## src/rtl/tfa_pkg.sv

```systemverilog
// Shared constants and types for the temporal frame averager.
`timescale 1ns / 1ps
package tfa_pkg;

  localparam int MAX_FRAME_BYTES = 262144;
  localparam int MAX_FRAMES      = 1024;

  localparam int POS_W   = $clog2(MAX_FRAME_BYTES);
  localparam int FB_W    = 19;
  localparam int NF_W    = 11;
  localparam int DONE_W  = 10;
  localparam int SUM_W   = 18;
  localparam int BYTE_W  = 8;
  localparam int STEP_W  = $clog2(SUM_W);

  localparam logic REG_FRAME_BYTES       = 1'b0;
  localparam logic REG_FRAMES_TO_AVERAGE = 1'b1;

  typedef struct packed {
    logic clear_step;
    logic accept;
    logic read;
    logic update;
    logic div_step;
    logic load_out;
  } cmd_t;

  typedef struct packed {
    logic clear_last;
    logic item_skip;
    logic item_final;
    logic div_last;
    logic out_free;
  } status_t;

endpackage

```

## src/rtl/tfa_ctrl.sv

```systemverilog
// Sequencing state machine for the temporal frame averager.
`timescale 1ns / 1ps
module tfa_ctrl (
  input  logic            clk,
  input  logic            rst,
  input  logic            in_valid,
  output logic            in_ready,
  input  tfa_pkg::status_t status,
  output tfa_pkg::cmd_t    cmd
);
  import tfa_pkg::*;

  localparam logic [2:0] ST_CLEAR  = 3'd0;
  localparam logic [2:0] ST_IDLE   = 3'd1;
  localparam logic [2:0] ST_READ   = 3'd2;
  localparam logic [2:0] ST_UPDATE = 3'd3;
  localparam logic [2:0] ST_DIV    = 3'd4;
  localparam logic [2:0] ST_OUT    = 3'd5;

  logic [2:0] state;
  logic [2:0] state_next;

  always_ff @(posedge clk) begin
    if (rst) begin
      state <= ST_CLEAR;
    end else begin
      state <= state_next;
    end
  end

  always_comb begin
    state_next = state;
    cmd        = '0;
    in_ready   = 1'b0;
    unique case (state)
      ST_CLEAR: begin
        cmd.clear_step = 1'b1;
        if (status.clear_last) begin
          state_next = ST_IDLE;
        end
      end
      ST_IDLE: begin
        in_ready = 1'b1;
        if (in_valid) begin
          cmd.accept = 1'b1;
          state_next = ST_READ;
        end
      end
      ST_READ: begin
        cmd.read   = 1'b1;
        state_next = ST_UPDATE;
      end
      ST_UPDATE: begin
        cmd.update = 1'b1;
        if (!status.item_skip && status.item_final) begin
          state_next = ST_DIV;
        end else begin
          state_next = ST_IDLE;
        end
      end
      ST_DIV: begin
        cmd.div_step = 1'b1;
        if (status.div_last) begin
          state_next = ST_OUT;
        end
      end
      ST_OUT: begin
        if (status.out_free) begin
          cmd.load_out = 1'b1;
          state_next   = ST_IDLE;
        end
      end
      default: begin
        state_next = ST_CLEAR;
      end
    endcase
  end

endmodule

```

## config.mk

```make
export PLATFORM = sky130hd
export DESIGN_NAME = tfa_ctrl
export DESIGN_NICKNAME = d
export VERILOG_FILES = /design/src/rtl/tfa_pkg.sv /design/src/rtl/tfa_ctrl.sv
export SDC_FILE = /design/constraint.sdc
export NUM_CORES = 1
export LEC_CHECK = 0
export BUFFER_PORTS_ARGS = -buffer_cell sky130_fd_sc_hd__buf_2
export CORE_AREA = 2 2 39 41
export CTS_CLUSTER_DIAMETER = 200
export CTS_CLUSTER_SIZE = 24
export DETAILED_ROUTE_END_ITERATION = 16
export DIE_AREA = 0 0 41 43
export PLACE_DENSITY = 0.45
export SYNTH_ARGS = -nofsm -noshare
export SYNTH_HDL_FRONTEND = slang
export SYNTH_SLANG_ARGS = --single-unit
```

## constraint.sdc

```tcl
create_clock -name clk -period 1.25 [get_ports clk]
set_input_delay 0.1875 -clock clk [delete_from_list [all_inputs] [get_ports clk]]
set_output_delay 0.1875 -clock clk [all_outputs]
set_load 0.01 [all_outputs]
```

==> results of run 1 <==
==> cell families after synthesis <==
group	after synthesis
DFF	3
muxes	1
AOI/OAI and AO/OA	5
and+or+nand+nor	15
buffers and inverters	4
==> power breakdown <==
part / leakage, nW / total (mW) / switching (mW) / internal [mW]
Clock: 0.0150 / 0.172 / 0.0518 / 0.120
Sequential: 0.0267 / 0.117 / 0.0141 / 0.103
Combinational: 0.153 / 0.110 / 0.0449 / 0.0655
==> worst max path at each step <==
stage,end
detailed placement,state[2]$_SDFFE_PP0P_
global route,cmd[0]
global placement,state[2]$_SDFFE_PP0P_
floorplan,state[2]$_SDFFE_PP0P_
CTS,cmd[0]
finish,cmd[4]
==> layout by cell type, fill, tap and decap left out <==
| cell type | n |
|---|---|
| nand2b_4 | 1 |
| and2b_2 | 1 |
| nor3b_2 | 1 |
| or4b_1 | 1 |
| nor2_1 | 1 |
| o21ai_0 | 1 |
| dfxtp_4 | 3 |
| buf_4 | 4 |
| clkbuf_4 | 3 |
| and4bb_1 | 1 |
| nand2_1 | 1 |
| nor2_2 | 1 |
| a21oi_1 | 2 |
| nand2_2 | 1 |
| a211o_1 | 2 |
| mux2i_1 | 1 |
| nor3_1 | 3 |
| nand2b_1 | 1 |
| and3b_2 | 1 |
| buf_6 | 1 |
| clkbuf_1 | 1 |
| nor3b_1 | 1 |
| buf_2 | 14 |
| inv_1 | 1 |
==> cell type report <==
class,instances,area (um^2),share of cell area
inverter,1,3.75,0.00958
sequential,3,71.3,0.182
tap,16,20.0,0.0511
multi-input combinational,21,159,0.406
timing repair buffer,19,111,0.284
clock buffer,4,26.3,0.0671
==> metal layers <==
layer  up-vias  GRT usage  part of all wire
met2        10      0.100              0.46
met4         0     0.0200                 0
met5         -          0                 0
li1        139          -                 -
met3         0     0.0628             0.077
met1       125      0.109              0.47
==> through the flow <==
| stage | setup WS, ns | TNS, ns | total power, mW |
|---|---|---|---|
| finish | 0.0217 | 0 | 0.399 |
| global route | -0.0356 | -0.0881 | 0.424 |
| CTS | -0.00400 | -0.00400 | 0.394 |
| detailed placement | 0.104 | 0 | 0.210 |
| global placement | 0.0976 | 0 | 0.210 |
| floorplan | 0.130 | 0 | 0.173 |
==> repair_timing <==
action                     in CTS  in global routing
cloned                          0                  0
buffers inserted                0                  3
setup endpoints to repair       6                  4
gates resized for setup         9                  1
hold buffers                    0                  0
pin swaps                       1                  1
==> flow_summary.yaml, run 1 <==
worst_hold_path:
  hold_class: "primary input to register"
  hold_path_depth: 2
  min-delay-start: "rst"
  min_to: "state[2]$_SDFFE_PP0P_"
cells_and_area:
  drive_gt1_frac: 0.646
  finalInstanceArea_um2: 392
  instances_no_fill: 64
  final_core_util: 0.283
  top_register: "state"
  antenna-diode-count: 0
  nets: 57
  syn_to_final_growth_pct: 66.5
  largest_registers: "state x3"
  largest_reg_flops: 3
  fillers: 150
cts:
  cts_tree: "yes"
  numCtsBuffers: 3
  clock-sinks: 3
  h-tree-depth: 1
  clk_latency_ns: 0.23
  root_buffer: "clkbuf_4"
  path_clk_slew_ns: 0.04
  cts_buffer_depth: 2
routing:
  viasPerCell: 4.28
  ant_nets: 0
  wl_um: 666
  drc: 0
  dr.pass1.iters: 4
  drt_iter0_markers: 1
  routedWlPerCell_um: 10.4
  vias: 274
floorplanning:
  io_pins: 15
  die_width_um: 41
  initial_core_util: 0.170
  die_area_um2: 1760
  row_count: 14
  core-area_um2: 1380
  die_h_um: 43
synth:
  ys_warn_count: 0
  synth-simple-area-share: 0.431
  ys_async_sr_fraction: 0
  synth_top_family_by_area: "simple AND/OR/NAND/NOR gates"
  yosys.area.top_type: "dfxtp_1"
  synthXorXnorAreaFrac: 0
  synthesis.area_um2: 235
  yosys-top-cells-count: "3 x dfxtp_1, 3 x nor3_1"
  ys_seq_area_frac: 0.255
  yosysUniqueCellTypes: 18
  synth-main-ff-cell: "dfxtp_1"
  syn_inst: 28
  synthMuxAreaShare: 0.0426
  syn-num-nets: 36
  yosys-top-cells-area: "dfxtp_1 26%, buf_6 9.6%, a211o_1 7.4%"
  synth_fa_ha_area_frac: 0
  yosysTopAreaCellShare: 0.255
  avgSynthCellArea_um2: 8.40
  synth_compound_area_frac: 0.138
  synth-seq-cells: 3
  synth_edf_count: 0
critical_path:
  rrSetupSlack_ns: 0.07
  path_cells: "and4bb_1, buf_2"
  path_class: "register to primary output"
  start_kind: "register"
  crit_path_max_incr_delay_ns: 0.38
  crit_slowest_cell: "dfxtp_4"
  required_ns: 1.06
  path_depth: 2
  reg2reg_depth: 4
  critPathArrivalTime_ns: 1.04
  cp_top_family: "flip-flops"
  r2r_start: "state[1]$_SDFFE_PP0P_"
  cp-startpoint: "state[2]$_SDFFE_PP0P_"
  r2r-end: "state[2]$_SDFFE_PP0P_"
  path_max_fanout: 11
  crit_buf_inv: 1
  cp-end-kind: "primary output"
global_route:
  grt_max_degree: 12
  antenna_found_initial: 0
  grt_pass1_wl_um: 952
  track_usage: 0.0812
  overflow: 0
  grt_pass1_vias: 230
timing:
  slew_headroom: 0.886
  period_needed_ns: 1.23
  holdWs_ns: 0.145
  finalClockSkew_ns: 0.00102
  report.final.slew_viol_count: 0
  fin_crit_sh: 0.983
  hold_viol: 0
  max_freq_mhz: 814
  tightest_slew_ns: 0.169
  rsz0062_at_grt: "true"
  finalSetupViolCount: 0
power_and_ir_drop:
  peakVddDrop_mv: 0.564
  power_density_nw_per_um2: 1020
  power_leakage_nw: 0.194
placed_design:
  dpl_cell_area_um2: 313
  port_buffers: 14
  placed_cells: 57
  dpl.hpwl_um: 428
  place_congestion: 0.659
run_status:
  status: "finished clean"
flow_run:
  cap_viol_max_count: 0
Power figures use the tool's default switching activity.
==> inputs of run 2 (changes only) <==
==> constraint.sdc (replaced) <==
create_clock -name clk -period 1.4 [get_ports clk]
set_input_delay 0.21 -clock clk [delete_from_list [all_inputs] [get_ports clk]]
set_output_delay 0.21 -clock clk [all_outputs]
set_load 0.01 [all_outputs]
==> run 2 against run 1 <==
Net effect: critical path type unchanged; clock power shrank 13%; combinational power shrank 39%; largest power group unchanged; non-clock buffer count shrank 5; sequential cell count is the same; utilization shrank 4.6 points; die area is the same; final cell count shrank 7.8%; global-route usage shrank 1.1 points; sequential power shrank 5%; via count shrank 8.0%.
==> flow_summary.yaml, run 2 (same netlist as run 1, synthesis figures left out) <==
run_status:
  status: "finished clean"
timing:
  fin_crit_sh: 0.891
  finalClockSkew_ns: 0.00342
  tightest_slew_ns: 0.173
  max_freq_mhz: 802
  tns_ns: 0
  rsz0062_at_grt: "false"
  hold_viol: 0
  slew_headroom: 0.884
  period_needed_ns: 1.25
  finalSetupViolCount: 0
  report.final.slew_viol_count: 0
power_and_ir_drop:
  peakVddDrop_mv: 0.632
  power_leakage_nw: 0.161
  power_density_nw_per_um2: 999
cells_and_area:
  syn_to_final_growth_pct: 39.4
  final_core_util: 0.237
  final_common_cell: "buf_2"
  layout.area.seq_um2: 63.8
  top_register: "state"
  final_cell_mix: "14 x buf_2, 3 x nor3_1, 3 x clkbuf_4, 3 x dfxtp_2"
  fillers: 170
  largest_reg_flops: 3
  drive_gt1_frac: 0.535
  antenna-diode-count: 0
  largest_registers: "state x3"
  nets: 52
  multiInputGateArea_um2: 144
floorplanning:
  die_area_um2: 1760
  core-area_um2: 1380
  die_h_um: 43
  initial_core_util: 0.170
  die_width_um: 41
  row_count: 14
  io_pins: 15
global_route:
  overflow: 0
  track_usage: 0.0702
  grt_max_degree: 12
  antenna_found_initial: 0
  grt_pass1_vias: 193
  grt_pass1_wl_um: 814
critical_path:
  path_max_fanout: 11
  required_ns: 1.19
  cp-startpoint: "state[1]$_SDFFE_PP0P_"
  cp-end-kind: "primary output"
  start_kind: "register"
  path_class: "register to primary output"
  critPathArrivalTime_ns: 1.04
  r2r_start: "state[1]$_SDFFE_PP0P_"
routing:
  routedWlPerCell_um: 9.58
  drt_iter0_markers: 2
  wl_um: 565
  dr.pass1.iters: 4
  drc: 0
  vias: 252
  viasPerCell: 4.27
  ant_nets: 0
cts:
  root_buffer: "clkbuf_4"
  clock-sinks: 3
  h-tree-depth: 1
  clk_latency_ns: 0.23
  numCtsBuffers: 3
  cts_hold_buf: 0
  path_clk_slew_ns: 0.04
  cts_tree: "yes"
  cts_buffer_depth: 2
worst_hold_path:
  min-delay-start: "rst"
  hold_class: "primary input to register"
placed_design:
  dpl.hpwl_um: 409
  place_congestion: 0.704
  port_buffers: 14
flow_run:
  cap_viol_max_count: 0
-- run 2: per-stage QoR --
stage               std cells  area (um^2)  hold slack [ns]  total power, mW  setup WS [ns]
detailed placement         55          298            0.409            0.178          0.155
floorplan                  28          235            0.279            0.155          0.280
finish                     59          328            0.160            0.327          0.153
CTS                        59          324            0.164            0.331         0.0343
global route               59          328            0.170            0.354         0.0852
global placement           55          298            0.413            0.178          0.190
-- run 2: critical path, cell delays in order, from the launching register on --
cell and delay, ns:
dfxtp_2 0.36, and4bb_1 0.31, buf_2 0.14
-- run 2: final cells by class --
type / count / share of cell area
Timing Repair Buffer: 14 / 0.214
Sequential cell: 3 / 0.195
Multi-Input combinational cell: 21 / 0.439
Clock buffer: 4 / 0.0802
Inverter: 1 / 0.0115
Tap cell: 16 / 0.0611
-- run 2: power breakdown --
group	internal (mW)	switching [mW]
combinational	0.0383	0.0288
clock	0.107	0.0430
sequential	0.0941	0.0164
total	0.239	0.0883
-- run 2: what timing repair did --
item	CTS	global route
endpoints found under the setup margin	0	5
buffers inserted	0	0
hold endpoints to repair	0	0
resized for setup	0	3
-- run 2: metal layers --
layer | wire, um | GRT usage | up-vias
met1 | 259 | 0.109 | 110
met5 | 0 | 0 | -
met3 | 56 | 0.0628 | 0
met4 | 0 | 0 | 0
li1 | - | - | 130
met2 | 249 | 0.0750 | 12
-- run 2: path summary, 6_finish.rpt --
path | cells after the start | to | slack [ns]
setup / recovery | 2 | cmd[4] | 0.15
hold / removal | 2 | state[2]$_SDFFE_PP0P_ | 0.16
setup reg to reg | 3 | state[2]$_SDFFE_PP0P_ | 0.25
hold reg to reg | 1 | state[1]$_SDFFE_PP0P_ | 0.54
==> inputs of run 3 (changes only) <==
--- a/config.mk
+++ b/config.mk
@@ -11,6 +11,7 @@
 export CTS_CLUSTER_SIZE = 24
 export DETAILED_ROUTE_END_ITERATION = 16
 export DIE_AREA = 0 0 41 43
+export MAX_ROUTING_LAYER = met4
 export PLACE_DENSITY = 0.45
 export SYNTH_ARGS = -nofsm -noshare
 export SYNTH_HDL_FRONTEND = slang
==> constraint.sdc (replaced) <==
create_clock -name clk -period 1.2 [get_ports clk]
set_input_delay 0.18 -clock clk [delete_from_list [all_inputs] [get_ports clk]]
set_output_delay 0.18 -clock clk [all_outputs]
set_load 0.01 [all_outputs]
==> run 3 against run 2 <==
Net effect: the flow now finishes with violations (negative setup slack); via count increased by 17%; final cell count increased by 12%; register-to-register slack got worse by 0.22 ns; combinational power increased by 95%; power increased by 33%; sequential cell count unchanged; clock skew about the same; global-route usage increased by 3.1 points.
==> flow_summary.yaml, run 3 (same netlist as run 1, synthesis figures left out) <==
run_status:
  status: "complete, but fails checks"
  failed_checks: "negative setup slack"
worst_hold_path:
  min-delay-start: "rst"
  hold_class: "primary input to register"
cts:
  numCtsBuffers: 3
  root_buffer: "clkbuf_4"
  cts_buffer_depth: 2
  clock-sinks: 3
  path_clk_slew_ns: 0.04
  h-tree-depth: 1
  clk_latency_ns: 0.24
  cts_hold_buf: 0
  cts_tree: "yes"
placed_design:
  dpl_cell_area_um2: 320
  port_buffers: 14
  placed_cells: 58
  dp_worst_setup_slack_ns: -0.00413
  place_congestion: 0.646
  dpl.hpwl_um: 444
global_route:
  grt-busiest-layer: "met2"
  grt_pass1_vias: 285
  track_usage: 0.102
  met1_usage: 0.102
  grt_use_met3: 0.0628
  overflow: 0
  use_met2: 0.153
  grt_max_degree: 10
  antenna_found_initial: 0
  grt_pass1_wl_mm: 1.11
critical_path:
  critPathArrivalTime_ns: 1.04
  crit_slowest_cell: "dfxtp_4"
  start_kind: "register"
  cp-startpoint: "state[0]$_SDFFE_PP0P_"
  path_class: "register to primary output"
  r2r_start: "state[2]$_SDFFE_PP0P_"
  cp_top_family: "flip-flops"
  path_max_fanout: 4
  path_cells: "buf_4, nor3b_2, buf_2"
  cp-end-kind: "primary output"
  required_ns: 1.02
  crit_path_max_incr_delay_ns: 0.34
  crit_buf_inv: 2
routing:
  routedWlPerCell_um: 10.7
  vias: 294
  drc: 0
  wl_um: 704
  drt_iter0_markers: 5
  dr.pass1.iters: 4
  viasPerCell: 4.45
  ant_nets: 0
timing:
  max_freq_mhz: 820
  tightest_slew_ns: 0.221
  report.final.slew_viol_count: 0
  fin_ws_ns: -0.0193
  hold_viol: 0
  fin_crit_sh: 1.02
  rsz0062_at_grt: "true"
  finalSetupViolCount: 3
  slew_headroom: 0.851
  period_needed_ns: 1.22
  finalClockSkew_ns: 0.00361
cells_and_area:
  syn_to_final_growth_pct: 83.5
  largest_registers: "state x3"
  final_cell_mix: "13 x buf_2, 5 x buf_4, 3 x clkbuf_4, 3 x buf_6, 3 x dfxtp_4"
  antenna-diode-count: 0
  fillers: 162
  finalInstanceArea_um2: 432
  nets: 59
  instances_no_fill: 66
  drive_gt1_frac: 0.720
  largest_reg_flops: 3
  final_common_cell: "buf_2"
  top_register: "state"
floorplanning:
  die_width_um: 41
  die_area_um2: 1760
  core-area_um2: 1380
  die_h_um: 43
  io_pins: 15
  row_count: 14
  initial_core_util: 0.170
power_and_ir_drop:
  power_density_nw_per_um2: 1010
  power_leakage_nw: 0.212
  peakVddDrop_mv: 0.867
  power_uw: 434
flow_run:
  cap_viol_max_count: 0
-- run 3: cell count changes in the layout (fill, tap and decap cells not counted), sizes merged --
cell,change
buf,+7
-- run 3: metal layers --
metal,part of all wire,up-vias
met2,0.51,13
met4,0.0099,0
li1,-,145
met3,0.091,2
met5,0,-
met1,0.39,134
-- run 3: final timing paths --
check,cells past startpoint,slack [ns],to
max,3,-0.02,cmd[3]
min,2,0.13,state[2]$_SDFFE_PP0P_
max reg2reg,4,0.03,state[0]$_SDFFE_PP0P_
min reg2reg,1,0.49,state[1]$_SDFFE_PP0P_
-- run 3: cell type report --
class / count / area, um^2 / share of cell area
repair buffers: 21 / 136 / 0.316
well taps: 16 / 20.0 / 0.0464
clock buffers: 4 / 26.3 / 0.0609
multi-input cells: 21 / 174 / 0.403
inverters: 1 / 3.75 / 0.00870
flip-flops and latches: 3 / 71.3 / 0.165
-- run 3: timing repair --
item | CTS | global route
endpoints found under the hold margin | 0 | 0
setup endpoints to repair | 8 | 9
pin swaps | 2 | 2
gates resized for setup | 11 | 4
setup buffers | 4 | 0
-- run 3: stage by stage --
step                TNS (ns)  hold slack (ns)   util
floorplan                  0            0.249      -
global placement           0            0.381  0.231
detailed placement  -0.00413            0.376  0.231
CTS                 -0.00746            0.119  0.299
global route          -0.265            0.131  0.312
finish               -0.0363            0.127  0.312
-- run 3: report_power, final --
group	internal [mW]	switching, mW	leakage, nW
clock	0.125	0.0581	0.0150
combinational	0.0773	0.0540	0.170
sequential	0.107	0.0129	0.0267
total	0.309	0.125	0.212
